File: config.mk
export PLATFORM = sky130hd
export DESIGN_NAME = link_watchdog_command_latch
export DESIGN_NICKNAME = d
export VERILOG_FILES = /design/src/rtl/lwcl_pkg.sv /design/src/rtl/lwcl_cfg.sv /design/src/rtl/lwcl_core.sv /design/src/rtl/link_watchdog_command_latch.sv
export SDC_FILE = /design/constraint.sdc
export NUM_CORES = 1
export LEC_CHECK = 0
export ABC_AREA = 1
export ABC_CLOCK_PERIOD_IN_PS = 7000
export BUFFER_PORTS_ARGS = -buffer_cell sky130_fd_sc_hd__buf_4
export CORE_ASPECT_RATIO = 0.9
export CORE_MARGIN = 1.5
export CORE_UTILIZATION = 30
export CTS_BUF_LIST = sky130_fd_sc_hd__clkbuf_4 sky130_fd_sc_hd__clkbuf_8
export DETAILED_ROUTE_END_ITERATION = 10
export REMOVE_ABC_BUFFERS = 1
export SLEW_MARGIN = 20
export SYNTH_ARGS = -nofsm -noshare
export SYNTH_HDL_FRONTEND = slang
export SYNTH_SLANG_ARGS = --single-unit
File: constraint.sdc
create_clock -name clk -period 7 [get_ports clk]
set_input_delay 0.35 -clock clk [delete_from_list [all_inputs] [get_ports clk]]
set_output_delay 0.35 -clock clk [all_outputs]
set_load 0.1 [all_outputs]
File: src/rtl/lwcl_pkg.sv
// Shared types and constants for the link watchdog and command latch.
// Holds the configuration, request and result structs and register indexes.
// No dependencies.
package lwcl_pkg;

  localparam int TIME_WIDTH = 32;

  localparam int CFG_INDEX_WIDTH = 3;
  localparam int CFG_DATA_WIDTH  = 16;

  // Configuration register indexes
  localparam logic [CFG_INDEX_WIDTH-1:0] REG_FRAME_LENGTH      = 3'd0;
  localparam logic [CFG_INDEX_WIDTH-1:0] REG_FRESH_TIMEOUT     = 3'd1;
  localparam logic [CFG_INDEX_WIDTH-1:0] REG_OFFLINE_PERIOD    = 3'd2;
  localparam logic [CFG_INDEX_WIDTH-1:0] REG_OFFLINE_THRESHOLD = 3'd3;
  localparam logic [CFG_INDEX_WIDTH-1:0] REG_RATE_WINDOW       = 3'd4;

  // Reset values of the configuration registers
  localparam logic [6:0]  RST_FRAME_LENGTH      = 7'd11;
  localparam logic [15:0] RST_FRESH_TIMEOUT     = 16'd100;
  localparam logic [15:0] RST_OFFLINE_PERIOD    = 16'd100;
  localparam logic [7:0]  RST_OFFLINE_THRESHOLD = 8'd10;
  localparam logic [15:0] RST_RATE_WINDOW       = 16'd1000;

  // Frame framing bytes
  localparam logic [7:0] HDR_BYTE  = 8'hAA;
  localparam logic [7:0] TAIL_BYTE = 8'h55;

  // Request mode codes
  localparam logic MODE_FRAME = 1'b0;
  localparam logic MODE_TICK  = 1'b1;

  localparam logic [15:0] FRAMES_MAX = 16'hFFFF;

  typedef struct packed {
    logic [6:0]  frame_length;
    logic [15:0] fresh_timeout;
    logic [15:0] offline_period;
    logic [7:0]  offline_threshold;
    logic [15:0] rate_window;
  } cfg_t;

  typedef struct packed {
    logic        mode;
    logic [6:0]  frame_len;
    logic [7:0]  frame_start;
    logic [7:0]  frame_end;
    logic [31:0] frame_vx;
    logic [31:0] frame_wz;
    logic [7:0]  frame_capture;
  } item_t;

  typedef struct packed {
    logic        frame_accepted;
    logic        link_online;
    logic [31:0] cmd_vx;
    logic [31:0] cmd_wz;
    logic        cmd_capture;
    logic        cmd_fresh;
    logic [15:0] frame_rate;
  } result_t;

endpackage

File: src/rtl/lwcl_cfg.sv
// Configuration register file for the link watchdog.
// Depends on lwcl_pkg for the register indexes, reset values and cfg_t.
module lwcl_cfg (
  input  logic                                 clk,
  input  logic                                 rst,
  input  logic                                 cfg_wen,
  input  logic [lwcl_pkg::CFG_INDEX_WIDTH-1:0] cfg_index,
  input  logic [lwcl_pkg::CFG_DATA_WIDTH-1:0]  cfg_data,
  output lwcl_pkg::cfg_t                       cfg
);
  import lwcl_pkg::*;

  cfg_t regs;

  always_ff @(posedge clk) begin
    if (rst) begin
      regs.frame_length      <= RST_FRAME_LENGTH;
      regs.fresh_timeout     <= RST_FRESH_TIMEOUT;
      regs.offline_period    <= RST_OFFLINE_PERIOD;
      regs.offline_threshold <= RST_OFFLINE_THRESHOLD;
      regs.rate_window       <= RST_RATE_WINDOW;
    end else if (cfg_wen) begin
      case (cfg_index)
        REG_FRAME_LENGTH:      regs.frame_length      <= cfg_data[6:0];
        REG_FRESH_TIMEOUT:     regs.fresh_timeout     <= cfg_data;
        REG_OFFLINE_PERIOD:    regs.offline_period    <= cfg_data;
        REG_OFFLINE_THRESHOLD: regs.offline_threshold <= cfg_data[7:0];
        REG_RATE_WINDOW:       regs.rate_window       <= cfg_data;
        default: ;
      endcase
    end
  end

  assign cfg = regs;

endmodule

File: src/rtl/lwcl_core.sv
// Watchdog state and single-pass update logic for one request.
// Depends on lwcl_pkg for cfg_t, item_t, result_t and the framing constants.
module lwcl_core (
  input  logic              clk,
  input  logic              rst,
  input  logic              advance,
  input  lwcl_pkg::item_t   item,
  input  lwcl_pkg::cfg_t    cfg,
  output lwcl_pkg::result_t result
);
  import lwcl_pkg::*;

  logic [TIME_WIDTH-1:0] tick_time, tick_time_next;
  logic [TIME_WIDTH-1:0] last_update, last_update_next;
  logic                  cmd_valid, cmd_valid_next;
  logic                  seen_frame, seen_frame_next;
  logic                  online_flag, online_flag_next;
  logic [31:0]           held_vx, held_vx_next;
  logic [31:0]           held_wz, held_wz_next;
  logic                  held_capture, held_capture_next;
  logic [15:0]           silence_timer, silence_timer_next;
  logic [7:0]            silence_count, silence_count_next;
  logic [15:0]           window_timer, window_timer_next;
  logic [15:0]           window_frames, window_frames_next;
  logic [15:0]           last_rate, last_rate_next;

  always_comb begin
    logic                  frame_ok;
    logic [15:0]           wt_inc;
    logic [15:0]           st_inc;
    logic [7:0]            sc_inc;
    logic [TIME_WIDTH-1:0] age;

    tick_time_next     = tick_time;
    last_update_next   = last_update;
    cmd_valid_next     = cmd_valid;
    seen_frame_next    = seen_frame;
    online_flag_next   = online_flag;
    held_vx_next       = held_vx;
    held_wz_next       = held_wz;
    held_capture_next  = held_capture;
    silence_timer_next = silence_timer;
    silence_count_next = silence_count;
    window_timer_next  = window_timer;
    window_frames_next = window_frames;
    last_rate_next     = last_rate;

    frame_ok = (item.frame_len != 7'd0) && (item.frame_len == cfg.frame_length) &&
               (item.frame_start == HDR_BYTE) && (item.frame_end == TAIL_BYTE) &&
               (item.frame_capture <= 8'd1);
    wt_inc = window_timer + 16'd1;
    st_inc = silence_timer + 16'd1;
    sc_inc = (silence_count < cfg.offline_threshold) ? silence_count + 8'd1 : silence_count;

    if (item.mode == MODE_TICK) begin
      tick_time_next = tick_time + TIME_WIDTH'(1);
      // close the rate window
      if (wt_inc >= cfg.rate_window) begin
        last_rate_next     = window_frames;
        window_frames_next = 16'd0;
        window_timer_next  = 16'd0;
      end else begin
        window_timer_next = wt_inc;
      end
      if (seen_frame) begin
        seen_frame_next    = 1'b0;
        silence_timer_next = 16'd0;
        silence_count_next = 8'd0;
        online_flag_next   = 1'b1;
      end else if (st_inc < cfg.offline_period) begin
        silence_timer_next = st_inc;
      end else begin
        silence_timer_next = 16'd0;
        silence_count_next = sc_inc;
        // drop the link and clear the command at threshold
        if (!(sc_inc < cfg.offline_threshold)) begin
          held_vx_next      = 32'd0;
          held_wz_next      = 32'd0;
          held_capture_next = 1'b0;
          last_update_next  = '0;
          cmd_valid_next    = 1'b0;
          online_flag_next  = 1'b0;
        end
      end
    end else if (frame_ok) begin
      last_update_next  = tick_time;
      seen_frame_next   = 1'b1;
      online_flag_next  = 1'b1;
      held_vx_next      = item.frame_vx;
      held_wz_next      = item.frame_wz;
      held_capture_next = item.frame_capture[0];
      cmd_valid_next    = 1'b1;
      if (window_frames != FRAMES_MAX) begin
        window_frames_next = window_frames + 16'd1;
      end
    end

    age = tick_time_next - last_update_next;

    result.frame_accepted = (item.mode == MODE_FRAME) && frame_ok;
    result.link_online    = online_flag_next;
    result.cmd_vx         = held_vx_next;
    result.cmd_wz         = held_wz_next;
    result.cmd_capture    = held_capture_next;
    result.cmd_fresh      = cmd_valid_next && (age <= TIME_WIDTH'(cfg.fresh_timeout));
    result.frame_rate     = last_rate_next;
  end

  always_ff @(posedge clk) begin
    if (rst) begin
      tick_time     <= '0;
      last_update   <= '0;
      cmd_valid     <= 1'b0;
      seen_frame    <= 1'b0;
      online_flag   <= 1'b0;
      held_vx       <= 32'd0;
      held_wz       <= 32'd0;
      held_capture  <= 1'b0;
      silence_timer <= 16'd0;
      silence_count <= 8'd0;
      window_timer  <= 16'd0;
      window_frames <= 16'd0;
      last_rate     <= 16'd0;
    end else if (advance) begin
      tick_time     <= tick_time_next;
      last_update   <= last_update_next;
      cmd_valid     <= cmd_valid_next;
      seen_frame    <= seen_frame_next;
      online_flag   <= online_flag_next;
      held_vx       <= held_vx_next;
      held_wz       <= held_wz_next;
      held_capture  <= held_capture_next;
      silence_timer <= silence_timer_next;
      silence_count <= silence_count_next;
      window_timer  <= window_timer_next;
      window_frames <= window_frames_next;
      last_rate     <= last_rate_next;
    end
  end

endmodule

File: src/rtl/link_watchdog_command_latch.sv
// Top level of the link watchdog and command latch.
// Depends on lwcl_pkg, lwcl_cfg and lwcl_core.
//
//   channel   | handshake            | payload
//   ----------+----------------------+------------------------------------------
//   request   | req_valid, req_stall | mode, frame_len, frame_start, frame_end,
//             |                      | frame_vx, frame_wz, frame_capture
//   result    | rsp_valid, rsp_stall | frame_accepted, link_online, cmd_vx,
//             |                      | cmd_wz, cmd_capture, cmd_fresh, frame_rate
//   config    | cfg_wen              | cfg_index, cfg_data
//
// Each request passes from the request register into the result register, where
// its result becomes valid. The watchdog update between them is a single pass,
// so one request is accepted every cycle while rsp_stall is low.
// Synchronous active-high rst clears all control and watchdog state, loads the
// register reset values and needs no clearing pass.
// A stalled result holds in the result register while one more request is
// taken into the request register; req_stall rises only once both are full.
module link_watchdog_command_latch (
  input  logic                                 clk,
  input  logic                                 rst,
  // configuration write port
  input  logic                                 cfg_wen,
  input  logic [lwcl_pkg::CFG_INDEX_WIDTH-1:0] cfg_index,
  input  logic [lwcl_pkg::CFG_DATA_WIDTH-1:0]  cfg_data,
  // request channel
  input  logic                                 req_valid,
  output logic                                 req_stall,
  input  logic                                 mode,
  input  logic [6:0]                           frame_len,
  input  logic [7:0]                           frame_start,
  input  logic [7:0]                           frame_end,
  input  logic [31:0]                          frame_vx,
  input  logic [31:0]                          frame_wz,
  input  logic [7:0]                           frame_capture,
  // result channel
  output logic                                 rsp_valid,
  input  logic                                 rsp_stall,
  output logic                                 frame_accepted,
  output logic                                 link_online,
  output logic [31:0]                          cmd_vx,
  output logic [31:0]                          cmd_wz,
  output logic                                 cmd_capture,
  output logic                                 cmd_fresh,
  output logic [15:0]                          frame_rate
);
  import lwcl_pkg::*;

  cfg_t    cfg;
  item_t   req_item;
  logic    req_full;
  result_t core_result;
  result_t rsp_data;
  logic    rsp_full;
  logic    rsp_free;
  logic    advance;
  logic    req_take;

  lwcl_cfg u_cfg (
    .clk       (clk),
    .rst       (rst),
    .cfg_wen   (cfg_wen),
    .cfg_index (cfg_index),
    .cfg_data  (cfg_data),
    .cfg       (cfg)
  );

  // The result register frees when empty or when its result is taken;
  // the held request advances into it and updates the watchdog state.
  assign rsp_free  = !rsp_full || !rsp_stall;
  assign advance   = req_full && rsp_free;
  assign req_stall = req_full && !rsp_free;
  assign req_take  = req_valid && !req_stall;

  // Request register
  always_ff @(posedge clk) begin
    if (rst) begin
      req_full <= 1'b0;
    end else if (req_take) begin
      req_full <= 1'b1;
    end else if (advance) begin
      req_full <= 1'b0;
    end
  end

  always_ff @(posedge clk) begin
    if (req_take) begin
      req_item.mode          <= mode;
      req_item.frame_len     <= frame_len;
      req_item.frame_start   <= frame_start;
      req_item.frame_end     <= frame_end;
      req_item.frame_vx      <= frame_vx;
      req_item.frame_wz      <= frame_wz;
      req_item.frame_capture <= frame_capture;
    end
  end

  lwcl_core u_core (
    .clk     (clk),
    .rst     (rst),
    .advance (advance),
    .item    (req_item),
    .cfg     (cfg),
    .result  (core_result)
  );

  // Result register
  always_ff @(posedge clk) begin
    if (rst) begin
      rsp_full <= 1'b0;
    end else if (rsp_free) begin
      rsp_full <= advance;
    end
  end

  always_ff @(posedge clk) begin
    if (advance) begin
      rsp_data <= core_result;
    end
  end

  assign rsp_valid      = rsp_full;
  assign frame_accepted = rsp_data.frame_accepted;
  assign link_online    = rsp_data.link_online;
  assign cmd_vx         = rsp_data.cmd_vx;
  assign cmd_wz         = rsp_data.cmd_wz;
  assign cmd_capture    = rsp_data.cmd_capture;
  assign cmd_fresh      = rsp_data.cmd_fresh;
  assign frame_rate     = rsp_data.frame_rate;

`ifndef SYNTHESIS
  // An accepted frame always leaves the link online with a fresh command.
  a_accept_online_fresh: assert property (@(posedge clk) disable iff (rst)
    rsp_valid && frame_accepted |-> link_online && cmd_fresh)
    else $error("accepted frame without online link or fresh command");

  // Stall only while a request is held.
  a_stall_needs_item: assert property (@(posedge clk) disable iff (rst)
    req_stall |-> req_full)
    else $error("request stall with empty request register");

  // A held request that cannot advance stays held.
  a_req_hold: assert property (@(posedge clk) disable iff (rst)
    req_full && !rsp_free |=> req_full)
    else $error("held request lost");

  // A result enters the register only from an advancing request.
  a_rsp_source: assert property (@(posedge clk) disable iff (rst)
    rsp_valid && !$past(rsp_valid) |-> $past(advance))
    else $error("result without source request");
`endif

endmodule
==> flow_metrics.py, run 1 <==
metrics = {
    "job": {
        "maxCapViolations": 0,
    },
    "pwr": {
        "swShare": 0.293,
        "p_total_mw": 6.64,
        "vdd_drop_max_mv": 0.140,
        "clock_power_share": 0.386,
        "p_leak_nw": 13.2,
        "internal_power_mw": 4.69,
        "switchingPower_mw": 1.95,
        "power_density_nw_per_um2": 238,
        "comb_power_share": 0.173,
        "seq_power_share": 0.442,
    },
    "setup_path": {
        "crit_top_cell": "nand3_1",
        "ff2ff_path_depth": 41,
        "r2r_start": "u_core.silence_timer[0]$_SDFFE_PP0P_",
        "r2r_slack_ns": 0.64,
        "setup.worst_path.start_class": "flop",
        "crit_fanout": 8,
        "arrival_ns": 6.89,
        "worstReg2RegEnd": "cmd_fresh$_DFFE_PP_",
        "cp.required_ns": 7.53,
        "slowest_delay_ns": 0.41,
        "cp-end-kind": "flop",
        "crit_type": "reg2reg",
        "cp_slowest_cell": "fa_1",
    },
    "sta": {
        "slew_headroom": 0.367,
        "fin_ws_ns": 0.637,
        "final-setup-viol-count": 0,
        "fin_crit_ns": 6.36,
        "drv_slew": 0,
        "hold_ws_ns": 0.0969,
        "post-route-period-util": 0.909,
        "fmax_mhz": 157,
        "fin_skew_ns": 0.0394,
        "hold_viol_final": 0,
        "worst_pin_slew_ns": 0.950,
    },
    "global_routing": {
        "grt.overflow.total": 0,
        "grt_pass1_wl_mm": 87.9,
        "antenna_found_initial": 1,
        "grt_pass1_vias": 17395,
        "grt_max_degree": 199,
        "grt.total_usage": 0.141,
    },
    "cts": {
        "numCtsBuffers": 82,
        "clk_latency_ns": 0.67,
        "cts_root_buf": "clkbuf_8",
        "cts_sinks": 449,
        "clk_pin_slew_worst_paths_ns": 0.06,
        "cts_tree": "done",
        "htreeDepth": 3,
        "cts_buffer_depth": 3,
    },
    "floorplanning": {
        "core-area_um2": 73500,
        "fp.dieH_um": 262,
        "dieArea_um2": 76300,
        "die_width_um": 291,
        "rows": 94,
        "initial_utilization": 0.305,
        "num_io_pins": 206,
    },
    "logic_synthesis": {
        "synth_ff_type": "dfxtp_1",
        "synth-simple-area-share": 0.189,
        "synth_edf_count": 180,
        "synthMuxAreaShare": 0,
        "yosys.area.top_type": "edfxtp_1",
        "synthDistinctLibCells": 57,
        "synth_area_leaders": "edfxtp_1 24%, dfxtp_1 24%, inv_1 8.9%, nand2_1 7.3%, nor2_1 6.1%",
        "yosys_warnings": 0,
        "synth_cells": 2789,
        "synth_xor_xnor_area_share": 0.0301,
        "synthDominantCellAreaShare": 0.241,
        "synthArstFlopShare": 0,
        "yosysSeqAreaShare": 0.482,
        "synth_top_family_by_area": "simple AND/OR/NAND/NOR gates",
        "netlist_area_um2": 22400,
        "synth_common_cells": "529 x inv_1, 435 x nand2_1, 361 x nor2_1",
        "synth_most_common_cell": "inv_1",
        "synth_seq_cells": 449,
        "synth_adder_area_share": 0.0551,
        "synth_compound_area_frac": 0.132,
        "syn_area_per_cell_um2": 8.03,
    },
    "route": {
        "vias_per_cell": 4.52,
        "num_vias": 18686,
        "totalWireLength_mm": 55.9,
        "routedWlPerCell_um": 13.5,
        "firstDrtPassIters": 5,
        "drtIter0Drc": 940,
        "drc_errors": 0,
        "ant_nets": 0,
    },
    "worst_hold_path": {
        "worstHoldStart": "rst",
        "holdCritPathClass": "in2reg",
        "min_path_cells": 2,
        "worstHoldEndpoint": "u_core.silence_count[2]$_SDFFE_PP0P_",
    },
    "cells_and_area": {
        "fillers": 7449,
        "postLayoutCoreUtil": 0.379,
        "post_route_cells_drive_above_1_share": 0.143,
        "finalNonFillerCells": 4138,
        "area_growth_pct": 24.5,
        "nets": 3333,
    },
    "place": {
        "portBuffers": 205,
        "place_ws_ns": 0.267,
        "dp_hpwl_mm": 36.4,
        "place_congestion": 0.847,
        "dpl.cell_count": 3866,
    },
    "status": {
        "outcome": "finished, final reports clean",
    },
}
## placed cells by master (no fill, tap or decap), types with 96 or more instances in the layout
| master | instances |
|---|---|
| nand2_1 | 431 |
| o21ai_0 | 170 |
| edfxtp_1 | 180 |
| nor2_1 | 359 |
| ha_1 | 96 |
| inv_1 | 527 |
| dfxtp_1 | 269 |
| dlygate4sd3_1 | 114 |
| a21oi_1 | 183 |
| buf_4 | 228 |
## registers in the layout (all words and copies together), names as in the netlist, 8 cells and up
name / count
u_core.window_frames: 16
u_core.held_vx: 32
u_core.tick_time: 32
u_cfg.cfg: 63
req_item: 96
u_core.window_timer: 16
u_core.last_update: 32
u_core.silence_timer: 16
u_core.silence_count: 8
u_core.last_rate: 16
cmd_wz: 32
cmd_vx: 32
frame_rate: 16
u_core.held_wz: 32
## how the worst max path moves through the flow
| stage | from | endpoint | cells after the start |
|---|---|---|---|
| after floorplan | rsp_valid$_SDFFE_PP0P_ | u_core.window_frames[1]$_SDFFE_PP0P_ | 10 |
| after global placement | u_core.silence_timer[0]$_SDFFE_PP0P_ | cmd_fresh$_DFFE_PP_ | 41 |
| after detailed placement | u_core.silence_timer[0]$_SDFFE_PP0P_ | cmd_fresh$_DFFE_PP_ | 39 |
| after CTS | u_core.silence_timer[0]$_SDFFE_PP0P_ | cmd_fresh$_DFFE_PP_ | 38 |
| after global routing | u_core.silence_timer[0]$_SDFFE_PP0P_ | cmd_fresh$_DFFE_PP_ | 41 |
| final | u_core.silence_timer[0]$_SDFFE_PP0P_ | cmd_fresh$_DFFE_PP_ | 41 |
## area by class of cell
cell class	count	area, um2	share of cell area
clock buffers	124	1480	0.0529
well taps	960	1200	0.0431
flip-flops and latches	449	10800	0.387
multi-input cells	1698	9250	0.332
clock inverters	22	186	0.00669
inverters	538	2020	0.0726
repair buffers	346	2940	0.105
diodes	1	2.50	0.0000898
## kinds of logic after synthesis
| family | after synthesis |
|---|---|
| fa+ha+maj | 98 |
| compound gates | 527 |
| xor+xnor | 77 |
| simple gates | 995 |
| flops | 449 |
| buf+inv | 643 |
## per-stage QoR
step	setup TNS, ns	instance area (um2)
2_1_floorplan	-524.21	21900
3_3_place_gp	0	24800
3_5_place_dp	0	24800
4_1_cts	0	27600
5_1_grt	-0.0488	27900
6_report	0	27900
## critical path, delay by kind of cell (launching register included)
| kind | cells | cell delay (ns) |
|---|---|---|
| compound gates | 3 | 0.34 |
| xor+xnor | 2 | 0.38 |
| fa+ha+maj | 5 | 1.37 |
| buf+inv | 3 | 0.22 |
| flops | 1 | 0.39 |
| simple gates | 28 | 3.53 |
## power by group through the flow
stage	sequential [mW]	clock (mW)	combinational, mW
2_1_floorplan	3.16	0	0.633
3_3_place_gp	2.98	0	1.07
3_5_place_dp	2.98	0	1.08
4_1_cts	2.93	2.68	1.13
5_1_grt	2.94	2.77	1.29
6_report	2.93	2.56	1.15
## repair_timing
item	in CTS	in global routing
resized for setup	0	32
buffers inserted	0	9
endpoints found under the setup margin	0	1
hold endpoints to repair	160	0
hold buffers	114	0
## metal layers
metal | GRT usage | wire length (um) | vias to the layer above
li1 | - | - | 9711
met3 | 0.0248 | 2430 | 105
met2 | 0.234 | 25300 | 355
met5 | 0 | 0 | -
met1 | 0.186 | 26700 | 8515
met4 | 0.0486 | 1430 | 0
No activity file was read; power rests on OpenSTA's default activity.
==> run 2: changes to the inputs <==
--- a/config.mk
+++ b/config.mk
@@ -6,7 +6,7 @@
 export NUM_CORES = 1
 export LEC_CHECK = 0
 export ABC_AREA = 1
-export ABC_CLOCK_PERIOD_IN_PS = 7000
+export ABC_CLOCK_PERIOD_IN_PS = 6600
 export BUFFER_PORTS_ARGS = -buffer_cell sky130_fd_sc_hd__buf_4
 export CORE_ASPECT_RATIO = 0.9
 export CORE_MARGIN = 1.5
==> constraint.sdc (replaced) <==
create_clock -name clk -period 6.6 [get_ports clk]
set_input_delay 0.33 -clock clk [delete_from_list [all_inputs] [get_ports clk]]
set_output_delay 0.33 -clock clk [all_outputs]
set_load 0.1 [all_outputs]
==> run 2 against run 1 <==
  * Clock skew down 0.014 ns
  * Sequential power increased by 6%
  * Worst hold slack improved by 0.010 ns
  * Global-route usage up 0.13 points
  * Fmax grew 3.2%
  * Combinational power rose by 9.6%
  * Register-to-register slack worse by 0.20 ns
  * Largest cell class unchanged
==> flow_metrics.py, run 2 (same netlist as run 1, synthesis figures left out) <==
metrics = {
    "cts": {
        "htreeDepth": 3,
        "cts_sinks": 449,
        "clk_latency_ns": 0.66,
        "cts_root_buf": "clkbuf_8",
        "cts_tree": "done",
        "clk_pin_slew_worst_paths_ns": 0.07,
        "numCtsBuffers": 82,
        "cts_buffer_depth": 3,
    },
    "route": {
        "num_vias": 18650,
        "ant_nets": 0,
        "firstDrtPassIters": 5,
        "drc_errors": 0,
        "vias_per_cell": 4.50,
        "totalWireLength_mm": 55.7,
        "routedWlPerCell_um": 13.4,
        "drtIter0Drc": 1025,
    },
    "global_routing": {
        "grt_pass1_wl_mm": 88.6,
        "antenna_found_initial": 1,
        "grt.total_usage": 0.142,
        "grt_pass1_vias": 17492,
        "grt_max_degree": 218,
        "grt.overflow.total": 0,
    },
    "setup_path": {
        "crit_type": "reg2reg",
        "crit_fanout": 7,
        "setup.worst_path.start_class": "flop",
        "ff2ff_path_depth": 41,
        "cp-end-kind": "flop",
        "cp.required_ns": 7.11,
        "arrival_ns": 6.68,
        "slowest_delay_ns": 0.37,
        "cp_slowest_cell": "dfxtp_4",
    },
    "sta": {
        "hold_viol_final": 0,
        "fmax_mhz": 162,
        "slew_headroom": 0.320,
        "final-setup-viol-count": 0,
        "hold_ws_ns": 0.107,
        "worst_pin_slew_ns": 1.02,
        "post-route-period-util": 0.934,
        "fin_crit_ns": 6.17,
        "fin_skew_ns": 0.0255,
        "drv_slew": 0,
    },
    "pwr": {
        "comb_power_share": 0.175,
        "swShare": 0.288,
        "switchingPower_mw": 2.08,
        "seq_power_share": 0.431,
        "clock_power_share": 0.394,
        "internal_power_mw": 5.13,
        "p_leak_nw": 13.3,
        "power_density_nw_per_um2": 256,
        "vdd_drop_max_mv": 0.152,
    },
    "job": {
        "maxCapViolations": 0,
    },
    "place": {
        "portBuffers": 205,
        "dp_hpwl_mm": 35.8,
        "placed_cell_area_um2": 24800,
        "place_congestion": 0.870,
    },
    "cells_and_area": {
        "nets": 3338,
        "most-common-layout-cells": "524 x inv_1, 428 x nand2_1, 356 x nor2_1",
        "fillers": 7399,
        "regMostFlops": "req_item",
        "postLayoutCoreUtil": 0.384,
        "largest_register_ffs": 96,
        "multi_input_area_um2": 9470,
        "layout_commonest_cell": "inv_1",
        "post_route_cells_drive_above_1_share": 0.157,
        "area_growth_pct": 26.0,
        "regArea_um2": 10800,
        "post-route-cell-area_um2": 28200,
    },
    "floorplanning": {
        "fp.dieH_um": 262,
        "num_io_pins": 206,
        "dieArea_um2": 76300,
        "initial_utilization": 0.305,
        "die_width_um": 291,
        "rows": 94,
        "core-area_um2": 73500,
    },
    "worst_hold_path": {
        "holdCritPathClass": "in2reg",
        "min_path_cells": 3,
    },
    "status": {
        "outcome": "finished, final reports clean",
    },
}
run 2: changes by cell type in the layout (fill, tap and decap cells not counted), sizes merged:
| cell | before | now |
|---|---|---|
| clkinv | 17 | 18 |
| bufinv | 2 | 4 |
| buf | 231 | 237 |
| clkbuf | 125 | 126 |
| inv | 539 | 538 |
run 2: layout make-up:
cell class                 count  area share
antenna                        1   0.0000887
multi-input combinational   1698       0.336
sequential                   449       0.383
tap                          960      0.0426
clock buffer                 126      0.0542
inverter                     538      0.0718
clock inverter                24     0.00825
timing repair buffer         351       0.104
run 2: per-layer routing:
layer / routed length [um] / GRT usage
met2: 25100 / 0.233
met3: 2310 / 0.0264
met5: 0 / 0
met1: 26800 / 0.188
met4: 1490 / 0.0528
run 2: timing repair:
action / CTS / global route
hold buffers: 114 / 0
gates resized for setup: 0 / 80
setup endpoints to repair: 1 / 1
cloned: 0 / 1
pin swaps: 1 / 31
endpoints found under the hold margin: 155 / 0
buffers inserted: 2 / 11
run 2: path summary, 6_finish.rpt:
check,endpoint,start,slack [ns]
min reg2reg,u_cfg.cfg[50]$_SDFFE_PP0P_,u_cfg.cfg[50]$_SDFFE_PP0P_,0.46
min,u_cfg.cfg[42]$_SDFFE_PP1P_,cfg_index[1],0.11
max reg2reg,cmd_fresh$_DFFE_PP_,u_core.silence_timer[0]$_SDFFE_PP0P_,0.43
max,cmd_fresh$_DFFE_PP_,u_core.silence_timer[0]$_SDFFE_PP0P_,0.43
run 2: metrics by stage:
| stage | worst slack [ns] | std cells | TNS, ns | power [mW] |
|---|---|---|---|---|
| final | 0.435 | 4147 | 0 | 7.21 |
| after global routing | -0.0787 | 4147 | -0.0787 | 7.60 |
| after CTS | 0.0721 | 4134 | 0 | 7.27 |
| after detailed placement | 0.0502 | 3868 | 0 | 4.32 |
| after global placement | 0.274 | 3868 | 0 | 4.31 |
| after floorplan | -4.88 | 2684 | -639.81 | 4.02 |
run 2: worst max-delay path, delay by kind of cell (launching register included):
family / cells / cell delay [ns]
AO/OA/AOI/OAI: 4 / 0.64
AND/OR/NAND/NOR: 29 / 3.52
buffers and inverters: 2 / 0.20
XOR/XNOR: 2 / 0.29
adder cells (fa/ha/maj): 4 / 0.95
flip-flops: 1 / 0.37
run 2: power groups by stage:
stage          registers (mW)  logic, mW  clock network, mW
6_report                 3.11       1.26               2.84
5_1_grt                  3.12       1.42               3.06
4_1_cts                  3.11       1.21               2.95
3_5_place_dp             3.17       1.15                  0
3_3_place_gp             3.16       1.14                  0
2_1_floorplan            3.35      0.671                  0
